===== config.mk =====
export PLATFORM = sky130hd
export DESIGN_NAME = pom_power
export DESIGN_NICKNAME = d
export VERILOG_FILES = /design/src/hdl/pom_pkg.sv /design/src/hdl/pom_power.sv
export SDC_FILE = /design/constraint.sdc
export NUM_CORES = 1
export LEC_CHECK = 0
export ABC_AREA = 0
export BUFFER_PORTS_ARGS = -buffer_cell sky130_fd_sc_hd__buf_2
export CORE_MARGIN = 4
export CORE_UTILIZATION = 65
export DETAILED_ROUTE_END_ITERATION = 6
export GPL_TIMING_DRIVEN = 0
export PLACE_DENSITY = 0.89
export SYNTH_ARGS = -nofsm -noshare
export SYNTH_HDL_FRONTEND = slang
export SYNTH_SLANG_ARGS = --single-unit

===== constraint.sdc =====
create_clock -name clk -period 12.82 [get_ports clk]
set_input_delay 1.282 -clock clk [delete_from_list [all_inputs] [get_ports clk]]
set_output_delay 1.282 -clock clk [all_outputs]
set_load 0.01 [all_outputs]

===== src/hdl/pom_pkg.sv =====
// Shared definitions for the perturb-and-observe MPPT tracker.
// Field widths, register indexes, reset values and the configuration struct.
// No dependencies.
package pom_pkg;

  localparam int DEF_WINDOW_DEPTH = 128;
  localparam int DEF_ADC_BITS     = 12;

  localparam int AVG_W   = 19;
  localparam int POWER_W = 38;
  localparam int REF_W   = 9;
  localparam int STATE_W = 3;

  localparam int CFG_IDX_W  = 3;
  localparam int CFG_DATA_W = 38;

  localparam int OUT_DATA_W = 88;

  localparam logic [CFG_IDX_W-1:0] REG_VOLT_OFFSET    = 3'd0;
  localparam logic [CFG_IDX_W-1:0] REG_CURR_OFFSET    = 3'd1;
  localparam logic [CFG_IDX_W-1:0] REG_POWER_DEADBAND = 3'd2;
  localparam logic [CFG_IDX_W-1:0] REG_VREF_STEP      = 3'd3;
  localparam logic [CFG_IDX_W-1:0] REG_VREF_MIN       = 3'd4;
  localparam logic [CFG_IDX_W-1:0] REG_VREF_MAX       = 3'd5;
  localparam logic [CFG_IDX_W-1:0] REG_VREF_RESTART   = 3'd6;
  localparam logic [CFG_IDX_W-1:0] REG_VREF_INITIAL   = 3'd7;

  localparam logic [AVG_W-1:0]   RST_VOLT_OFFSET    = 19'd4684;
  localparam logic [AVG_W-1:0]   RST_CURR_OFFSET    = 19'd105;
  localparam logic [POWER_W-1:0] RST_POWER_DEADBAND = 38'd17790000;
  localparam logic [REF_W-1:0]   RST_VREF_STEP      = 9'd1;
  localparam logic [REF_W-1:0]   RST_VREF_MIN       = 9'd80;
  localparam logic [REF_W-1:0]   RST_VREF_MAX       = 9'd380;
  localparam logic [REF_W-1:0]   RST_VREF_RESTART   = 9'd304;
  localparam logic [REF_W-1:0]   RST_VREF_INITIAL   = 9'd300;

  localparam logic [REF_W-1:0]   DUTY_FULL_SCALE    = 9'd400;

  typedef struct packed {
    logic [AVG_W-1:0]   volt_offset;
    logic [AVG_W-1:0]   curr_offset;
    logic [POWER_W-1:0] power_deadband;
    logic [REF_W-1:0]   vref_step;
    logic [REF_W-1:0]   vref_min;
    logic [REF_W-1:0]   vref_max;
    logic [REF_W-1:0]   vref_restart;
    logic [REF_W-1:0]   vref_initial;
  } cfg_t;

endpackage


===== src/hdl/pom_power.sv =====
// Offset correction with clamp at zero, then the power product.
// Two registered stages between the window sums and the tracking machine.
// Depends on pom_pkg.
module pom_power #(
  parameter int SUM_W   = pom_pkg::DEF_ADC_BITS + $clog2(pom_pkg::DEF_WINDOW_DEPTH),
  parameter int POWER_W = 2 * SUM_W
) (
  input  logic                         clk,
  input  logic                         rst,
  input  pom_pkg::cfg_t                cfg,
  input  logic                         in_valid,
  output logic                         in_ready,
  input  logic [SUM_W-1:0]             volt_sum,
  input  logic [SUM_W-1:0]             curr_sum,
  output logic                         out_valid,
  input  logic                         out_ready,
  output logic [SUM_W-1:0]             volt_corr,
  output logic [SUM_W-1:0]             curr_corr,
  output logic [POWER_W-1:0]           power
);

  localparam int OFS_W = (SUM_W > pom_pkg::AVG_W) ? SUM_W : pom_pkg::AVG_W;

  logic               s3_valid;
  logic [SUM_W-1:0]   s3_volt;
  logic [SUM_W-1:0]   s3_curr;
  logic               adv4;
  logic               adv3;
  logic [OFS_W-1:0]   volt_ext;
  logic [OFS_W-1:0]   curr_ext;
  logic [OFS_W-1:0]   volt_ofs;
  logic [OFS_W-1:0]   curr_ofs;
  logic [SUM_W-1:0]   volt_clamp;
  logic [SUM_W-1:0]   curr_clamp;

  assign adv4     = !out_valid || out_ready;
  assign adv3     = !s3_valid || adv4;
  assign in_ready = adv3;

  assign volt_ext = OFS_W'(volt_sum);
  assign curr_ext = OFS_W'(curr_sum);
  assign volt_ofs = OFS_W'(cfg.volt_offset);
  assign curr_ofs = OFS_W'(cfg.curr_offset);

  assign volt_clamp = (volt_ext > volt_ofs) ? SUM_W'(volt_ext - volt_ofs) : '0;
  assign curr_clamp = (curr_ext > curr_ofs) ? SUM_W'(curr_ext - curr_ofs) : '0;

  always_ff @(posedge clk) begin
    if (rst) begin
      s3_valid  <= 1'b0;
      out_valid <= 1'b0;
    end else begin
      if (adv3) begin
        s3_valid <= in_valid;
        if (in_valid) begin
          s3_volt <= volt_clamp;
          s3_curr <= curr_clamp;
        end
      end
      if (adv4) begin
        out_valid <= s3_valid;
        if (s3_valid) begin
          volt_corr <= s3_volt;
          curr_corr <= s3_curr;
          power     <= POWER_W'(s3_volt) * POWER_W'(s3_curr);
        end
      end
    end
  end

endmodule


==> impl_results.md <==
* Gr ovfl total at 0
* Number of vias per cell at 5.94
* Crit path launch: s3_curr[10]
* Port Buffers at 157
* YS warnings at 0
* Post-synth ARST share at 0
* Startpoint type of the worst setup path: flip-flop
* Syn_area_per_cell at 9.50 µm²
* Final HPWL DP at 38,600 µm
* Hold WC Path Type: flip-flop to flip-flop
* Clk_lat worst skew at 450 ps
* Post-CTS sizing at 0
* Synth Flop Type: edfxtp_1
* Top cells by area, synth: fa_1 33%, edfxtp_1 19%, ha_1 11%, inv_1 8.6%, and2_1 7.0%
* Req. time, crit path at 13,010 ps
* CTS sink count at 116
* Drt drc at 2
* Minimum clock period at 7760 ps
* Initial Util at 0.661
* Post-Place Cell Area at 0.0191 mm²
* Area growth syn-to-layout at 10.7%
* Vias in the first global route at 15,281
* Internal power at 1.84 mW
* DIE AREA at 0.0301 mm²
* Share of layout cells above drive strength 1 at 0.100
* Worst-Margin Slew at 930 ps
* DRT Wirelength at 51,000 µm
* Pwr Total at 3.66 mW
* Pwr/cell area at 186 mW/mm²
* Crit path largest cell delay at 700 ps
* Crit path DAT at 7950 ps
* Drt wl/cell at 21.1 µm
* Htree depth at 4
* CP cell instances: clkbuf_1 > clkbuf_1 > nand2_1 > fa_1 > inv_1 > fa_1 > inv_1 > fa_1 > inv_1 > fa_1 > fa_1 > inv_1 > fa_1 > inv_1 > ha_1 > nand2_1 > o21ai_0 > and3_1 > a21o_1 > a21o_1 > o41a_1 > a221oi_2 > xnor2_1
* Fin crit share at 0.606
* Initial antenna violation count at 2
* Post-synth cell types at 61
* GRT Util Overall at 0.344
* Post-synth top area share at 0.326
* CTS Buf Count at 17
* Clock slew at reported path FFs at 70 ps
* Seq pwr share at 0.164
* Reg2reg start: s3_curr[10]
* Syn Inst Count at 1,876
* Row count at 60
* FF+latch count, synth at 116
* Slew HR at 0.380
* Synth top cells by count: 406 x inv_1, 290 x fa_1, 205 x nand2_1
* Leak Pwr at 9.84 nW
* CP dominant cell by count: fa_1
* Hold Violations, Final at 0
* ANT nets after route at 0
* Total number of vias at 14,351
* Switching part of the total power at 0.497
* # fillers at 1,925
* Layout Nets at 2,672
* CTS root buffer: clkbuf_16
* Status: finished, violations left
* Failing checks: DRC
* Sequential fraction of the synthesis area at 0.194
* Setup bufs post-CTS at 0
* Slowest CP cell: clkbuf_1
* Hold slack at 451 ps
* Post-cts hold buffer count at 0
* Clk buf depth at 2
* Post-synth top area cell: fa_1
* WS Path Type: flip-flop to flip-flop
* Fin Clk Skew at 14.3 ps
* Worst VDD drop at 0.182 mV
* Final Wtd Congestion at 1.03
* Comb pwr share at 0.697
* First DRT Iteration DRCs at 1,242
* Largest net degree at the start of global routing at 39
* Global-route wire length before repair at 80,300 µm
* Chip height at 174 µm
* Critical path peak fanout at 10
* Io pins at 241
* Sw Pwr at 1.82 mW
* Sum Neg Setup Slack at 0 ps
* Final core area utilization at 0.732
* Worst setup EP type: flip-flop
* CTS tree: done
* Hold path startpoint: s3_volt[11]
* Most frequent cell after synthesis: inv_1
* Max-Cap Viols at 0
* Syn Nets at 2,490
* CORE AREA at 0.0270 mm²
* Die Wd at 174 µm
* Pins Over Slew Limit at 0
* Post-synth EDFFs at 114
* Design area at 0.0197 mm²
* FMAX at 0.129 GHz
* First-pass DRT Iterations at 7
* Setup-failing EPs final at 0
* Clock power share at 0.138
* Post-Syn Area at 0.0178 mm²
* RSZ-0062 raised after global routing: false
## layout make-up
cell class / count / area, µm² / area share
multi-input cells: 1284 / 12600 / 0.638
flip-flops and latches: 116 / 3460 / 0.176
inverters: 406 / 1520 / 0.0773
repair buffers: 163 / 853 / 0.0433
well taps: 341 / 427 / 0.0216
clock buffers: 17 / 425 / 0.0216
plain buffers: 70 / 265 / 0.0135
clock inverters: 15 / 181 / 0.00920
diodes: 2 / 5.00 / 0.000254
## registers in the layout (all words and copies together), names as in the netlist
signal and cells:
s3_curr 19, s3_valid 1, volt_corr 19, power 38
s3_volt 19, curr_corr 19, out_valid 1
## cell families after synthesis
kind of cell | Yosys count | synth area share
buf+inv | 476 | 0.100
flops | 116 | 0.194
simple gates | 572 | 0.162
fa+ha+maj | 451 | 0.439
compound gates | 208 | 0.0780
xor+xnor | 50 | 0.0246
mux | 3 | 0.00169
## final timing paths
check | to | slack (ps) | depth (start not counted)
max | power[37] | 5060 | 23
min | volt_corr[11] | 450 | 0
max reg2reg | power[37] | 5060 | 23
min reg2reg | volt_corr[11] | 450 | 0
## metrics by stage
step,cells,setup slack [ps]
floorplan,1876,5320
global placement,2374,2620
detailed placement,2380,5250
CTS,2412,5220
global route,2413,4860
finish,2414,5060
## worst max-delay path, delay by kind of cell, from the launching register on
kind | cells | cell delay [ps]
AND/OR/NAND/NOR | 3 | 500
adder cells (fa/ha/maj) | 7 | 3590
buffers and inverters | 7 | 1650
AO/OA/AOI/OAI | 5 | 1300
XOR/XNOR | 1 | 110
flip-flops | 1 | 350
## metal layers
| layer | share of wire | global-route usage | wire length (µm) |
|---|---|---|---|
| met1 | 0.34 | 0.405 | 17400 |
| met2 | 0.48 | 0.563 | 24200 |
| met3 | 0.10 | 0.0868 | 5190 |
| met4 | 0.081 | 0.227 | 4120 |
| met5 | 0 | 0.00481 | 0 |
## layout by cell type, fill, tap and decap left out, drive strengths merged, types with 58 or more instances in the layout
master and n:
inv 414, fa 290, nand2 205, and2 199
buf 165, ha 161, edfxtp 114, clkbuf 85
nor2 64, a21oi 58
## power groups by stage
stage | Clock, mW | Sequential [mW] | Combinational, mW
after detailed placement | 0 | 0.607 | 2.46
after floorplan | 0 | 0.613 | 1.74
after global placement | 0 | 0.608 | 2.39
after global routing | 0.526 | 0.604 | 2.81
final | 0.507 | 0.602 | 2.55
after CTS | 0.507 | 0.600 | 2.49
Power figures use the tool's default switching activity.
