==> src/hdl/pom_pkg.sv <==
// Shared definitions for the perturb-and-observe MPPT tracker.
// Field widths, register indexes, reset values and the configuration struct.
// No dependencies.
package pom_pkg;

  localparam int DEF_WINDOW_DEPTH = 128;
  localparam int DEF_ADC_BITS     = 12;

  localparam int AVG_W   = 19;
  localparam int POWER_W = 38;
  localparam int REF_W   = 9;
  localparam int STATE_W = 3;

  localparam int CFG_IDX_W  = 3;
  localparam int CFG_DATA_W = 38;

  localparam int OUT_DATA_W = 88;

  localparam logic [CFG_IDX_W-1:0] REG_VOLT_OFFSET    = 3'd0;
  localparam logic [CFG_IDX_W-1:0] REG_CURR_OFFSET    = 3'd1;
  localparam logic [CFG_IDX_W-1:0] REG_POWER_DEADBAND = 3'd2;
  localparam logic [CFG_IDX_W-1:0] REG_VREF_STEP      = 3'd3;
  localparam logic [CFG_IDX_W-1:0] REG_VREF_MIN       = 3'd4;
  localparam logic [CFG_IDX_W-1:0] REG_VREF_MAX       = 3'd5;
  localparam logic [CFG_IDX_W-1:0] REG_VREF_RESTART   = 3'd6;
  localparam logic [CFG_IDX_W-1:0] REG_VREF_INITIAL   = 3'd7;

  localparam logic [AVG_W-1:0]   RST_VOLT_OFFSET    = 19'd4684;
  localparam logic [AVG_W-1:0]   RST_CURR_OFFSET    = 19'd105;
  localparam logic [POWER_W-1:0] RST_POWER_DEADBAND = 38'd17790000;
  localparam logic [REF_W-1:0]   RST_VREF_STEP      = 9'd1;
  localparam logic [REF_W-1:0]   RST_VREF_MIN       = 9'd80;
  localparam logic [REF_W-1:0]   RST_VREF_MAX       = 9'd380;
  localparam logic [REF_W-1:0]   RST_VREF_RESTART   = 9'd304;
  localparam logic [REF_W-1:0]   RST_VREF_INITIAL   = 9'd300;

  localparam logic [REF_W-1:0]   DUTY_FULL_SCALE    = 9'd400;

  typedef struct packed {
    logic [AVG_W-1:0]   volt_offset;
    logic [AVG_W-1:0]   curr_offset;
    logic [POWER_W-1:0] power_deadband;
    logic [REF_W-1:0]   vref_step;
    logic [REF_W-1:0]   vref_min;
    logic [REF_W-1:0]   vref_max;
    logic [REF_W-1:0]   vref_restart;
    logic [REF_W-1:0]   vref_initial;
  } cfg_t;

endpackage

==> src/hdl/pom_track.sv <==
// Perturb-and-observe machine: power and voltage compares, reference update
// and the registered result. Depends on pom_pkg.
module pom_track #(
  parameter int SUM_W   = pom_pkg::DEF_ADC_BITS + $clog2(pom_pkg::DEF_WINDOW_DEPTH),
  parameter int POWER_W = 2 * SUM_W
) (
  input  logic                             clk,
  input  logic                             rst,
  input  pom_pkg::cfg_t                    cfg,
  input  logic                             vref_load,
  input  logic                             in_valid,
  output logic                             in_ready,
  input  logic [SUM_W-1:0]                 volt_corr,
  input  logic [SUM_W-1:0]                 curr_corr,
  input  logic [POWER_W-1:0]               power,
  output logic                             out_valid,
  input  logic                             out_ready,
  output logic [pom_pkg::REF_W-1:0]        duty_quarter_pct,
  output logic [pom_pkg::POWER_W-1:0]      power_value,
  output logic [pom_pkg::AVG_W-1:0]        volt_avg_sum,
  output logic [pom_pkg::AVG_W-1:0]        curr_avg_sum,
  output logic [pom_pkg::STATE_W-1:0]      track_state
);

  localparam int CMP_W = (POWER_W > pom_pkg::POWER_W) ? POWER_W : pom_pkg::POWER_W;
  localparam int REF_W = pom_pkg::REF_W;

  typedef enum logic [pom_pkg::STATE_W-1:0] {
    ST_CHECK  = 3'd0,
    ST_CHANGE = 3'd1,
    ST_PUP    = 3'd2,
    ST_PDOWN  = 3'd3,
    ST_VUP    = 3'd4,
    ST_VDOWN  = 3'd5
  } mode_t;

  mode_t              mode;
  mode_t              mode_next;
  logic [REF_W-1:0]   vref;
  logic [REF_W-1:0]   vref_next;
  logic [POWER_W-1:0] prev_power;
  logic [SUM_W-1:0]   prev_volt;

  logic               s5_valid;
  logic               s5_zero;
  logic               s5_power_up;
  logic               s5_volt_up;
  logic               s5_small;
  logic [POWER_W-1:0] s5_power;
  logic [SUM_W-1:0]   s5_volt;
  logic [SUM_W-1:0]   s5_curr;

  logic               adv6;
  logic               adv5;
  logic [POWER_W-1:0] power_diff;
  logic [REF_W:0]     vref_up;
  logic [REF_W-1:0]   duty_next;

  assign adv6     = !out_valid || out_ready;
  assign adv5     = !s5_valid || adv6;
  assign in_ready = adv5;

  assign power_diff = (power > prev_power) ? power - prev_power : prev_power - power;
  assign vref_up    = {1'b0, vref} + {1'b0, cfg.vref_step};

  always_comb begin
    mode_next = ST_CHECK;
    vref_next = vref;
    case (mode)
      ST_CHANGE: begin
        mode_next = s5_power_up ? ST_PUP : ST_PDOWN;
      end
      ST_PUP: begin
        mode_next = s5_volt_up ? ST_VUP : ST_VDOWN;
      end
      ST_PDOWN: begin
        mode_next = s5_volt_up ? ST_VDOWN : ST_VUP;
      end
      ST_VUP: begin
        vref_next = (vref_up > {1'b0, cfg.vref_max}) ? cfg.vref_max : vref_up[REF_W-1:0];
      end
      ST_VDOWN: begin
        if (cfg.vref_step > vref || (vref - cfg.vref_step) < cfg.vref_min) begin
          vref_next = cfg.vref_min;
        end else begin
          vref_next = vref - cfg.vref_step;
        end
      end
      ST_CHECK: begin
        if (s5_zero) begin
          vref_next = cfg.vref_restart;
        end else if (!s5_small) begin
          mode_next = ST_CHANGE;
        end
      end
      default: begin
        mode_next = ST_CHECK;
      end
    endcase
    duty_next = (vref_next >= pom_pkg::DUTY_FULL_SCALE) ?
                '0 : pom_pkg::DUTY_FULL_SCALE - vref_next;
  end

  always_ff @(posedge clk) begin
    if (rst) begin
      mode       <= ST_CHECK;
      vref       <= pom_pkg::RST_VREF_INITIAL;
      prev_power <= '0;
      prev_volt  <= '0;
      s5_valid   <= 1'b0;
      out_valid  <= 1'b0;
    end else begin
      if (adv5) begin
        s5_valid <= in_valid;
        if (in_valid) begin
          s5_zero     <= (power == '0);
          s5_power_up <= (power > prev_power);
          s5_volt_up  <= (volt_corr > prev_volt);
          s5_small    <= (CMP_W'(power_diff) < CMP_W'(cfg.power_deadband));
          s5_power    <= power;
          s5_volt     <= volt_corr;
          s5_curr     <= curr_corr;
          prev_power  <= power;
          prev_volt   <= volt_corr;
        end
      end
      if (adv6) begin
        out_valid <= s5_valid;
        if (s5_valid) begin
          mode             <= mode_next;
          vref             <= vref_next;
          duty_quarter_pct <= duty_next;
          power_value      <= pom_pkg::POWER_W'(s5_power);
          volt_avg_sum     <= pom_pkg::AVG_W'(s5_volt);
          curr_avg_sum     <= pom_pkg::AVG_W'(s5_curr);
          track_state      <= mode_next;
        end
      end
      if (vref_load) begin
        vref <= cfg.vref_initial;
      end
    end
  end

endmodule

==> config.mk <==
export PLATFORM = sky130hd
export DESIGN_NAME = pom_track
export DESIGN_NICKNAME = d
export VERILOG_FILES = /design/src/hdl/pom_pkg.sv /design/src/hdl/pom_track.sv
export SDC_FILE = /design/constraint.sdc
export NUM_CORES = 1
export LEC_CHECK = 0
export ABC_CLOCK_PERIOD_IN_PS = 5100
export BUFFER_PORTS_ARGS = -buffer_cell sky130_fd_sc_hd__buf_2
export CAP_MARGIN = 15
export CORE_ASPECT_RATIO = 0.7
export CORE_MARGIN = 1
export CORE_UTILIZATION = 30
export CTS_CLUSTER_SIZE = 24
export DETAILED_ROUTE_END_ITERATION = 16
export PLACE_DENSITY = 0.5
export SLEW_MARGIN = 5
export SYNTH_ARGS = -nofsm -noshare
export SYNTH_HDL_FRONTEND = slang
export SYNTH_SLANG_ARGS = --single-unit
==> constraint.sdc <==
create_clock -name clk -period 5.1 [get_ports clk]
set_clock_uncertainty 0.1 [all_clocks]
set_input_delay 0.51 -clock clk [delete_from_list [all_inputs] [get_ports clk]]
set_output_delay 0.51 -clock clk [all_outputs]
set_load 0.005 [all_outputs]
==> run summary <==
post-route ant nets: 0
WL final: 50900 um
share of the yosys chip area belonging to registers: 42.3%
CP Buf/Inv Count: 4
Yosys warnings: 0
CP Class: flip-flop to flip-flop
Synth area leaders: edfxtp_1 (33%), ha_1 (14%), dfxtp_1 (9.3%)
Power Dens Cells: 294 nW/um^2
GR Util All Layers: 19.2%
setup violators final: 1
vias in the first global route: 13500
Mean Syn Cell Area: 9.42 sq um
Final TNS setup: -189 ps
Hold Path Class: input pin to flip-flop
worst skew pair latency: 550 ps
asr flop ratio synth: 0%
Syn Std Cell Area: 15300 sq um
final hold vios: 0
crit start category: flip-flop
worst-case clock buffer depth: 3
status: finished, violations left
CTS tree: yes
DIE AREA: 51900 sq um
initial antenna violation count: 0
Setup crit end kind: flip-flop
failing checks: negative setup slack
Synth Register Bits: 239
placed insts: 2730
DR iter-0 viols: 1005
min Tclk post-route: 5290 ps
io pins: 292
Via-to-Cell Ratio: 4.86
Yosys top cell by area: edfxtp_1
Worst slew margin: 25.3%
drt first pass iters: 5
clk sinks: 239
Worst IR Drop VDD: 222 uV
# DRC: 0
EDFF count, synth: 168
ys flop type: edfxtp_1
Post-DP HPWL: 39800 um
MaxCap Viol Count: 0
Final period util: 104%
nets@finish: 2484
Initial Utilization: 30.7%
GPL Wtd Cong: 0.962
synth unique cells: 77
Die Y: 191 um
Max stage delay on crit path: 440 ps
htree depth: 1
Synth-to-Final Area Change: 32.6%
synthesized instance count: 1622
share of cells above drive strength 1: 29.3%
WP data required: 5390 ps
max frequency: 189 MHz
unrepaired setup endpoints after global routing: true
CP max stage cell: a2111oi_0
Vias: 13600
worst slack at placement: -653 ps
syn nets: 1995
Avg WL per Cell: 18.2 um
worst-path maximum fanout: 26
crit-path leading delay family: compound AO/OA/AOI/OAI gates
port buffer count: 253
first-pass GRT wire length: 77300 um
Die Wd: 272 um
site row count: 68
Tot Pwr: 5.95 mW
WP data arrival: 5580 ps
largest net degree at the start of global routing: 72
fin cells: 2797
Final WS setup: -189 ps
hold slack: 40.8 ps
clock root cell: clkbuf_16
CTS clk-pin slew, worst paths: 70 ps
share of the synthesized area in the top cell type: 33.0%
GR Overflow Total: 0
Worst Max-Slew Pin Slew: 1110 ps
P_leak: 9.01 nW
CTS Buf Count: 27
Slew Viols, Final: 0
core area: 49800 sq um
[cell families after synthesis]
kind of cell / after synthesis / synth area share, %
AO/OA/AOI/OAI: 453 / 19.2
XOR/XNOR: 49 / 2.81
adder cells (fa/ha/maj): 171 / 14.2
buffers and inverters: 270 / 6.91
flip-flops: 239 / 42.3
multiplexers: 33 / 2.30
AND/OR/NAND/NOR: 407 / 12.3
[cell usage in the layout, fill, tap and decap left out, types with 7 or more instances in the layout]
cell type      synthesis  final
mux2i_1               28     26
nor2_1                83     81
dlygate4sd3_1          0     12
edfxtp_1             168    168
nand4_1               33     33
xor2_1                13     13
and3_1                 7      7
nor2b_1               26     26
o21bai_1              28     28
nor4_1                13     11
nand2b_1              23     23
a211oi_1              17     15
buf_4                  2    258
nand2_1              169    168
inv_1                200    199
clkbuf_16              0     27
o21ai_0               73     64
a21oi_1              199    196
nor3_1                20     20
dfxtp_1               71     69
nand3_1               14     14
o21ai_1                2      9
a21o_1                31     31
xnor2_1               36     35
buf_2                 10    253
ha_1                 167    163
o21a_1                13     13
[where the power goes]
group          internal [mW]  leakage, nW  switching, mW  total (mW)
clock network           1.06        0.403          0.839        1.90
logic                  0.855         6.46          0.982        1.84
registers               2.17         2.15         0.0420        2.21
[path summary, 6_finish.rpt]
path | to | slack (ps) | cells after the start | start
worst max-delay path | s5_small$_DFFE_PP_ | -190 | 25 | prev_power[0]$_SDFFE_PP0P_
worst min-delay path | s5_curr[1]$_DFFE_PP_ | 40 | 1 | curr_corr[1]
worst max register to register | s5_small$_DFFE_PP_ | -190 | 25 | prev_power[0]$_SDFFE_PP0P_
worst min register to register | power_value[23]$_DFFE_PP_ | 310 | 0 | s5_power[23]$_DFFE_PP_
[per-layer routing]
metal	global-route usage (%)	vias up	routed length [um]
met5	0	-	0
li1	-	6716	-
met4	3.15	0	812
met2	28.4	339	20700
met3	2.97	44	2810
met1	29.3	6482	26500
[flip-flops by register name (all words and copies together) (netlist names)]
register,flops
prev_volt,19
s5_zero,1
out_valid,1
s5_small,1
vref,9
curr_avg_sum,19
s5_curr,19
s5_volt_up,1
prev_power,38
s5_power,38
volt_avg_sum,19
s5_valid,1
mode,3
duty_quarter_pct,9
s5_power_up,1
track_state,3
s5_volt,19
power_value,38
[through the flow]
stage	util [%]	instance area, sq um
6_report	40.7	20300
5_1_grt	40.7	20300
4_1_cts	40.5	20100
3_5_place_dp	38.4	19100
3_3_place_gp	38.4	19100
2_1_floorplan	-	15300
[area by class of cell]
class                      count  area [sq um]
antenna                        1          2.50
tap                          665           832
clock buffer                  35           726
clock inverter                14           114
multi-input combinational   1113          7950
timing repair buffer         528          3410
sequential                   239          6470
inverter                     202           758
fill                        4989         29500
[synth_stat cells, types with 3 or more instances]
cell type  number
a211oi_1       17
buf_2          10
xor2_1         13
nand2_1       169
inv_1         200
a31o_2          5
ha_1          167
nor2b_1        26
o32ai_2         3
a221oi_1        8
mux2i_1        28
buf_6           3
a2111oi_0       5
o31a_1          3
o211ai_1        5
or2_2           3
o22ai_1         7
buf_1           5
nor4_1         13
o21ai_0        73
nand3_1        14
xnor2_1        36
and3_1          7
a31oi_1         6
mux2_2          3
o31ai_1         8
fa_1            4
o21bai_1       28
a21o_1         31
or3_1           5
a21oi_1       199
nand2b_1       23
a211o_1         3
nand4_1        33
edfxtp_1      168
nor2_1         83
o21a_1         13
dfxtp_1        71
nor3_1         20
or4_1           3
clkbuf_1       48
and2_1          5
o221ai_1        6
[timing repair]
item                       4_1_cts  5_1_grt
hold buffers                    12        0
hold endpoints to repair        12        0
pin swaps                        4       11
cloned                           0        0
setup endpoints to repair       10       12
setup buffers                    1        4
gates resized for setup         18       22
(Power assumes the default switching activity.)
